--- config.mk ---
export PLATFORM = sky130hd
export DESIGN_NAME = dual_running_window_average_core
export DESIGN_NICKNAME = d
export VERILOG_FILES = /design/src/drwa_pkg.sv /design/src/dual_running_window_average_core.sv /design/src/drwa_ctrl.sv /design/src/drwa_dp.sv
export SDC_FILE = /design/constraint.sdc
export NUM_CORES = 2
export LEC_CHECK = 0
export BUFFER_PORTS_ARGS = -buffer_cell sky130_fd_sc_hd__clkbuf_2
export CORE_MARGIN = 5
export CORE_UTILIZATION = 35
export DETAILED_ROUTE_END_ITERATION = 12
export GPL_TIMING_DRIVEN = 0
export PLACE_DENSITY = 0.57
export SYNTH_ARGS = -nofsm -noshare
export SYNTH_HDL_FRONTEND = slang
export SYNTH_HIERARCHICAL = 1
export SYNTH_SLANG_ARGS = --single-unit
export TNS_END_PERCENT = 5
--- constraint.sdc ---
create_clock -name clk -period 3.6 [get_ports clk]
set_input_delay 0.9 -clock clk [delete_from_list [all_inputs] [get_ports clk]]
set_output_delay 0.9 -clock clk [all_outputs]
set_load 0.05 [all_outputs]
--- src/drwa_pkg.sv ---
// Shared item types and controller-to-datapath command/status types for the window averager.
package drwa_pkg;

  typedef struct packed {
    logic signed [15:0] temp_sample;
    logic signed [15:0] setpoint_sample;
  } sample_item_t;

  typedef struct packed {
    logic signed [15:0] temp_mean;
    logic signed [15:0] setpoint_mean;
    logic [5:0]         samples_held;
  } result_item_t;

  typedef struct packed {
    logic accept;     // capture the incoming samples, read the old ring entry
    logic update;     // write the ring, adjust sums, advance slot and fill count
    logic load;       // load both dividers from the sums
    logic step;       // one restoring-division step on both lanes
    logic store_out;  // load the result register
  } dp_cmd_t;

  typedef struct packed {
    logic div_last;   // the current division step is the last one
  } dp_sts_t;

endpackage

--- src/dual_running_window_average_core.sv ---
// Top level of the dual running-window averager: controller, datapath and checks.
//
//   channel   direction  handshake                      payload
//   sample    in         sample_valid / sample_stall    drwa_pkg::sample_item_t
//   result    out        result_valid / result_stall    drwa_pkg::result_item_t
//
// Sequence: an accepted item passes through update, load, divide and store
//   before the next is taken; its result is offered from the output register
//   once stored. The bit-serial divider resolves one quotient bit a cycle over
//   the SUM_W = 16 + clog2(WINDOW) bit sums.
// The next item is taken as soon as the result sits in the output register,
//   even while result_stall holds it there.
// Reset (rst, synchronous) empties the window: fill count, write slot and
//   sums go to zero; the ring itself is not cleared.
// A stalled result holds the block in its final state until the register frees.
module dual_running_window_average_core #(
  parameter int WINDOW = 50
) (
  input  logic                   clk,
  input  logic                   rst,
  input  logic                   sample_valid,
  output logic                   sample_stall,
  input  drwa_pkg::sample_item_t sample,
  output logic                   result_valid,
  input  logic                   result_stall,
  output drwa_pkg::result_item_t result
);

  // Command and status between the sequencer and the datapath.
  drwa_pkg::dp_cmd_t cmd;
  drwa_pkg::dp_sts_t sts;

  // Sequence each item: capture, update sums, load dividers, divide, store.
  drwa_ctrl u_ctrl (
    .clk          (clk),
    .rst          (rst),
    .sample_valid (sample_valid),
    .sample_stall (sample_stall),
    .result_valid (result_valid),
    .result_stall (result_stall),
    .sts          (sts),
    .cmd          (cmd)
  );

  // Hold the ring, the running sums and the two dividers.
  drwa_dp #(
    .WINDOW (WINDOW)
  ) u_dp (
    .clk    (clk),
    .rst    (rst),
    .cmd    (cmd),
    .sts    (sts),
    .sample (sample),
    .result (result)
  );

`ifndef SYNTH
  // An accepted item closes the input until its result is stored.
  a_accept_closes_input: assert property (@(posedge clk) disable iff (rst)
    sample_valid && !sample_stall |=> sample_stall)
    else $error("input open right after an item was accepted");

  // Never overwrite a result that is still waiting downstream.
  a_no_overwrite: assert property (@(posedge clk) disable iff (rst)
    cmd.store_out |-> !result_valid || !result_stall)
    else $error("result register overwritten while stalled");

  // A stored result is offered on the next cycle.
  a_store_shows: assert property (@(posedge clk) disable iff (rst)
    cmd.store_out |=> result_valid)
    else $error("stored result not offered");

  // The window never reports an empty count, where the count fits the field.
  a_count_nonzero: assert property (@(posedge clk) disable iff (rst)
    result_valid |-> (result.samples_held != 6'd0) || (WINDOW > 63))
    else $error("result with zero samples held");
`endif

endmodule

--- src/drwa_ctrl.sv ---
// Controller state machine and result valid flag for the window averager.
module drwa_ctrl (
  input  logic            clk,
  input  logic            rst,
  input  logic            sample_valid,
  output logic            sample_stall,
  output logic            result_valid,
  input  logic            result_stall,
  input  drwa_pkg::dp_sts_t sts,
  output drwa_pkg::dp_cmd_t cmd
);

  typedef enum logic [4:0] {
    ST_IDLE   = 5'b00001,
    ST_UPDATE = 5'b00010,
    ST_LOAD   = 5'b00100,
    ST_DIVIDE = 5'b01000,
    ST_STORE  = 5'b10000
  } state_t;

  state_t state;
  state_t state_next;
  logic   store_ok;
  logic   result_valid_next;

  // The result register is free when empty or emptied this cycle.
  assign store_ok = !result_valid || !result_stall;

  always_comb begin
    state_next    = state;
    cmd           = '0;
    unique case (state)
      ST_IDLE: begin
        if (sample_valid) begin
          cmd.accept = 1'b1;
          state_next = ST_UPDATE;
        end
      end
      ST_UPDATE: begin
        cmd.update = 1'b1;
        state_next = ST_LOAD;
      end
      ST_LOAD: begin
        cmd.load   = 1'b1;
        state_next = ST_DIVIDE;
      end
      ST_DIVIDE: begin
        cmd.step = 1'b1;
        if (sts.div_last) begin
          state_next = ST_STORE;
        end
      end
      ST_STORE: begin
        if (store_ok) begin
          cmd.store_out = 1'b1;
          state_next    = ST_IDLE;
        end
      end
      default: begin
        state_next = ST_IDLE;
      end
    endcase
  end

  always_comb begin
    if (cmd.store_out) begin
      result_valid_next = 1'b1;
    end else if (!result_stall) begin
      result_valid_next = 1'b0;
    end else begin
      result_valid_next = result_valid;
    end
  end

  always_ff @(posedge clk) begin
    if (rst) begin
      state        <= ST_IDLE;
      result_valid <= 1'b0;
    end else begin
      state        <= state_next;
      result_valid <= result_valid_next;
    end
  end

  assign sample_stall = (state != ST_IDLE);

endmodule

--- src/drwa_dp.sv ---
// Datapath: sample ring, running sums, fill count, two serial dividers, result register.
module drwa_dp #(
  parameter int WINDOW = 50
) (
  input  logic                    clk,
  input  logic                    rst,
  input  drwa_pkg::dp_cmd_t       cmd,
  output drwa_pkg::dp_sts_t       sts,
  input  drwa_pkg::sample_item_t  sample,
  output drwa_pkg::result_item_t  result
);

  localparam int SLOT_W = $clog2(WINDOW);
  localparam int CNT_W  = $clog2(WINDOW + 1);
  localparam int SUM_W  = 16 + $clog2(WINDOW);
  localparam int STEP_W = $clog2(SUM_W);

  // Ring entry: temperature in the upper half, setpoint in the lower half.
  logic [31:0]       ring [WINDOW];
  logic [31:0]       rd_data;

  logic [SLOT_W-1:0] slot;
  logic [CNT_W-1:0]  fill;
  logic              full;
  logic [STEP_W-1:0] step_cnt;

  logic signed [15:0]      smp      [2];
  logic signed [15:0]      old_smp  [2];
  logic signed [SUM_W-1:0] sum      [2];
  logic signed [SUM_W-1:0] sum_next [2];
  logic [SUM_W-1:0]        quo      [2];
  logic [CNT_W-1:0]        rem      [2];
  logic                    neg      [2];
  logic [15:0]             mean     [2];

  assign full       = (fill == CNT_W'(WINDOW));
  assign old_smp[0] = signed'(rd_data[31:16]);
  assign old_smp[1] = signed'(rd_data[15:0]);

  // The read port always looks at the current slot; its data is used only
  // after the ring has been filled once.
  always_ff @(posedge clk) begin
    rd_data <= ring[slot];
    if (cmd.update) begin
      ring[slot] <= {smp[0], smp[1]};
    end
  end

  always_ff @(posedge clk) begin
    if (cmd.accept) begin
      smp[0] <= sample.temp_sample;
      smp[1] <= sample.setpoint_sample;
    end
  end

  always_ff @(posedge clk) begin
    if (rst) begin
      slot <= '0;
      fill <= '0;
    end else if (cmd.update) begin
      slot <= (slot == SLOT_W'(WINDOW - 1)) ? '0 : slot + 1'b1;
      if (!full) begin
        fill <= fill + 1'b1;
      end
    end
  end

  always_ff @(posedge clk) begin
    if (cmd.load) begin
      step_cnt <= STEP_W'(SUM_W - 1);
    end else if (cmd.step) begin
      step_cnt <= step_cnt - 1'b1;
    end
  end

  assign sts.div_last = (step_cnt == '0);

  for (genvar lane = 0; lane < 2; lane++) begin : g_lane
    logic signed [SUM_W-1:0] old_sub;
    logic [SUM_W-1:0]        mag;
    logic [CNT_W:0]          shifted;
    logic                    fits;
    logic [SUM_W-1:0]        signed_q;

    // Drop the overwritten entry once the ring is full.
    assign old_sub         = full ? SUM_W'(old_smp[lane]) : '0;
    assign sum_next[lane]  = sum[lane] + SUM_W'(smp[lane]) - old_sub;
    assign mag             = sum[lane][SUM_W-1] ? (~sum[lane] + 1'b1) : sum[lane];
    assign shifted         = {rem[lane], quo[lane][SUM_W-1]};
    assign fits            = (shifted >= {1'b0, fill});
    assign signed_q        = neg[lane] ? (~quo[lane] + 1'b1) : quo[lane];
    assign mean[lane]      = signed_q[15:0];

    always_ff @(posedge clk) begin
      if (rst) begin
        sum[lane] <= '0;
      end else if (cmd.update) begin
        sum[lane] <= sum_next[lane];
      end
    end

    // Restoring division of the magnitude by the fill count, one bit a cycle.
    always_ff @(posedge clk) begin
      if (cmd.load) begin
        neg[lane] <= sum[lane][SUM_W-1];
        quo[lane] <= mag;
        rem[lane] <= '0;
      end else if (cmd.step) begin
        quo[lane] <= {quo[lane][SUM_W-2:0], fits};
        rem[lane] <= fits ? CNT_W'(shifted - {1'b0, fill}) : shifted[CNT_W-1:0];
      end
    end
  end

  always_ff @(posedge clk) begin
    if (cmd.store_out) begin
      result.temp_mean     <= signed'(mean[0]);
      result.setpoint_mean <= signed'(mean[1]);
      result.samples_held  <= 6'(fill);
    end
  end

endmodule

======== Word-level counts from Yosys, hierarchy flattened ========
Memories as Yosys holds them, arrays and structs flattened. A register that Yosys moved wholly into a read port is not among the register bits.
Index checks and enable logic that the tools add are counted.
Widths: inputs -> output; s select.
storage, ports and cells
  register bits after elaboration ......... 61
  RAM bits ................................ 1734
  input bits .............................. 36
  memories ................................ 6
memories
  memory     words  width  rd ports  clocked after memory_dff  wr ports  line           RTL
  u_dp.ring  50     32     1         1                         1         drwa_dp.sv:19  logic [31:0] ring [WINDOW];
  u_dp.quo   2      22     2         0                         2         drwa_dp.sv:31  logic [SUM_W-1:0] quo [2];
  u_dp.sum   2      22     2         0                         2         drwa_dp.sv:29  logic signed [SUM_W-1:0] sum [2];
  u_dp.smp   2      16     2         0                         2         drwa_dp.sv:27  logic signed [15:0] smp [2];
  u_dp.rem   2      6      2         0                         2         drwa_dp.sv:32  logic [CNT_W-1:0] rem [2];
  u_dp.neg   2      1      2         0                         2         drwa_dp.sv:33  logic neg [2];
operators by class
  $add $sub $neg .......................... 13
  magnitude comparators ................... 2
  equal/unequal tests ..................... 12
  muxes and demuxes ....................... 41
  bitwise operators ....................... 11
  reduce and logical (&&, ||, !) cells .... 6
operators with widths
  kind                   number
  $mux 22                8
  $add 22x1->22 const B  2
  $add 22x16->22         2
  $not 22->22            2
  $sub 22x22->22         2
  $add 16x1->16 const B  2
  $mux 16                2
  $not 16->16            2
  $mux 6                 5
  $pmux 5 s5             1
  $mux 1                 22
  $mux 5                 3
  $ge 7x6->1             2
  $add 6x1->6 const B    2
  $eq 6x6->1 const B     2
  $sub 6x6->6            2
  $or 1x1->1             6
  $eq 5x1->1 const B     1
  $eq 5x2->1 const B     1
  $eq 5x3->1 const B     1
  $eq 5x4->1 const B     1
  $eq 5x5->1 const B     1
  $logic_not 5->1        1
  $ne 5x1->1 const B     1
  8 further kinds        11

======== Logic depth before layout (Yosys ltp) ========
  depth after elaboration ................. 6
  depth in mapped cells ................... 17

======== Cells and area by module ========
The synthesis kept the hierarchy.
by module, submodules not included
  module     instances  cells an instance  area an instance (um^2)  sequential area each (um^2)
  drwa_dp    1          4334               70936.8                  54192.0
  drwa_ctrl  1          39                 335.3                    120.1

======== Least setup slack after synthesis ========
OpenSTA, ideal clock, no wires.
  path kind ............................... register to register
  start ................................... memory u_dp.smp[0][15]
  end ..................................... memory u_dp/sum[0][21] (netlist bit) (data pin)
  library setup time ...................... 0.258 ns
  data arrival time ....................... 3.412 ns
  required time ........................... 3.342 ns
  slack ................................... -0.069 ns
  stages on the path, launching flop included .. 11
  path buffers ............................ 0
  cells stage by stage .................... edfxtp_1 > inv_1 > fa_1 > inv_1 > ha_1 > a21oi_1 > nand2_1 > a221o_1 > a221o_1 > a21o_1 > mux2i_1
RTL lines
  what         line
  from (decl)  drwa_dp.sv:27
  to (decl)    drwa_dp.sv:29

==> results.tsv <==
metric	value	unit
via density per instance	6.034	
Primary FF master, synth	edfxtp_1	
Slew Limit Headroom	0.01917	
worst hold path depth	1	
Clock power frac	0.412	
final setup violation count	45	
sequential area share after synthesis	0.7620	
Final Max Slew Viols	0	
Worst-Skew Late Latency	850	ps
Fillers	17840	
EDFF count, synth	1772	
gr usage total	0.2428	
Fmax achieved	0.2604	GHz
pwr dens	530.1	nW/um^2
Fin. Hold Viols	0	
dominant cells by area after synthesis	edfxtp_1, a22oi_1, dfxtp_1	
share of cells above drive strength 1	0.1763	
worst slack at placement	-1248	ps
Cell Area, Synth	71270	sq um
CTS Buffer Depth	3	
Finished Cell Area	86110	sq um
Distinct cells, synth	80	
die area	212800	sq um
die height	461.3	um
total congestion overflow	0	
TritonCTS clock tree	yes	
clk_skew	91.00	ps
drc violations	0	
Hold Slack	220.1	ps
violated checks	setup timing	
Crit path arrival time	4560	ps
Initial Util	0.3523	
area of the multi-input gates	16180	sq um
Final #Nets	4992	
Final WS setup	-240.6	ps
area grow syn2layout	20.81	%
Buffers on Ports	75	
run status	finished, violations left	
vias in the first global route	42510	
crit start category	flip-flop	
commonest non-fill, non-tap cell in the layout	edfxtp_1	
synth warn	6	
final core occ	0.4256	
kind of critical path	reg -> reg	
Yosys reg bits	1827	
switching share of power	0.2286	
Total Routed Length	265300	um
Detail Route Antenna Nets	0	
Worst Path Required	4320	ps
first-pass GRT wire length	355800	um
period utilisation layout	1.067	
die width	461.3	um
fin crit period	3841	ps
Comb power frac	0.068	
Setup TNS	-3611	ps
type of element capturing the critical path	flip-flop	
Synth Instances	4373	
Num Clock Sinks	1827	
unrepaired setup endpoints after global routing	true	
Cell Int Power	0.03521	W
CTS Root Cell	clkbuf_16	
Hold Path Class	in -> reg	
# IOs	76	
H-tree depth	4	
Worst VDD drop	469.1	uV
initial DRC count	7626	
DP HPWL	176800	um
Sequential Area	54320	sq um
crit-path max FO	10	
Least-Margin Pin Slew	1471	ps
initial antenna violation count	18	
proportion of power drawn by flip-flops and latches	0.520	
# rows	165	
hold path start	sample[29]	
vias post-DR	46310	
largest net degree at the start of global routing	57	
Post-Place Cell Area	78380	sq um
worst reg2reg path depth	8	
reg2reg start	u_dp/slot[1]	
most frequent cells in the layout	edfxtp_1, a22oi_1, clkbuf_16	
Pleak	27.78	nW
RePlAce Congestion	0.9111	
post-synth top area cell	edfxtp_1	
Net Count, Synth	4520	
CTS clk-pin slew, worst paths	60	ps
asr flop ratio synth	0	
drt first pass iters	6	
Mapped Avg Cell Area	16.30	sq um
MaxCap Viol Count	0	
Synth top area share	0.7466	
Critical Path Start	u_dp/slot[1]	
core box area	202300	sq um
Net Sw Power	0.01043	W
CTS buffer count	180	
WL/cell	34.56	um
## cell families after synthesis
kind of cell	count (synthesis)	share of synthesized area
buf+inv	432	0.02517
fa+ha+maj	111	0.02412
compound gates	1237	0.1262
flops	1827	0.7620
mux	37	0.005196
simple gates	629	0.04498
xor+xnor	100	0.01229
## final cells by class
| type | instances | area share |
|---|---|---|
| sequential | 1827 | 0.6309 |
| multi-input combinational | 2114 | 0.1879 |
| clock buffer | 234 | 0.05605 |
| timing repair buffer | 292 | 0.05141 |
| tap | 2672 | 0.03883 |
| buffer | 239 | 0.01446 |
| clock inverter | 101 | 0.01193 |
| inverter | 191 | 0.008442 |
| antenna | 5 | 0.0001453 |
## stage by stage
stage               instances  power [W]
finish                   7675    0.04565
detailed placement       7248    0.02695
CTS                      7616    0.04549
global route             7670    0.04685
global placement         7120    0.02659
floorplan                4373    0.02559
## flip-flops by register name, summed over array words and instances, names as in the netlist, 2 cells and up
| name | cells |
|---|---|
| u_dp/ring | 1600 |
| u_dp/quo | 44 |
| u_dp/sum | 44 |
| u_dp/result | 38 |
| u_dp/old_smp | 32 |
| u_dp/smp | 32 |
| u_dp/rem | 12 |
| u_dp/fill | 6 |
| u_dp/slot | 6 |
| u_ctrl/state | 5 |
| u_dp/step_cnt | 5 |
| u_dp/neg | 2 |
## critical path: stages, from the launching register on
cell and delay, ps:
dfxtp_1 500, buf_4 260, nor3b_2 300, buf_2 470
buf_1 930, a22oi_1 310, nand4_1 450, a221oi_2 200
nand3_1 260
## metal layers
layer	up-vias	global-route usage	part of all wire
met5	-	0	0.0011
met4	10	0.1427	0.072
met3	736	0.07026	0.13
met2	3557	0.3543	0.43
met1	23440	0.3227	0.37
li1	18570	-	-
## worst paths after layout
path                                          to  slack, ps
worst max-delay path            u_dp/old_smp[13]       -240
worst max register to register  u_dp/old_smp[13]       -240
worst min-delay path             u_dp/smp[0][13]        220
worst min register to register    u_dp/result[5]        500
## repair_timing
action	CTS	global route
buffers inserted	33	56
gates resized for setup	151	94
hold buffers	0	0
pin swaps	32	17
endpoints found under the setup margin	1588	268
## power groups by stage
stage | combinational (W) | clock (W) | sequential [W]
after floorplan | 0.00121 | 0 | 0.0244
after global placement | 0.00181 | 0 | 0.0248
after detailed placement | 0.00262 | 0 | 0.0243
after CTS | 0.00272 | 0.0189 | 0.0239
after global routing | 0.00328 | 0.0198 | 0.0237
final | 0.00311 | 0.0188 | 0.0237
## cell usage after synthesis (5+ instances only)
cell / n
o21bai_1: 6
a221oi_1: 118
or2_2: 5
nor3b_2: 6
a22o_1: 113
nand2_1: 126
ha_1: 67
o21a_1: 14
nor3b_1: 7
edfxtp_1: 1772
a211oi_1: 5
o41ai_1: 8
xnor2_1: 90
o31ai_1: 20
nand4_1: 93
or3_1: 13
xor2_1: 10
and2_1: 40
nand2b_1: 17
inv_1: 189
o211ai_1: 5
mux2i_1: 37
clkbuf_1: 104
nor4_1: 6
buf_4: 8
nor3_1: 51
a31oi_1: 119
nor2_1: 157
a21oi_1: 136
o21ai_1: 5
nand3b_1: 6
fa_1: 44
a21o_1: 17
o21ai_0: 86
nor2b_1: 9
buf_2: 90
a22oi_1: 543
a211o_1: 6
buf_1: 35
dfxtp_1: 55
nand3_1: 63
(Power assumes the default switching activity.)
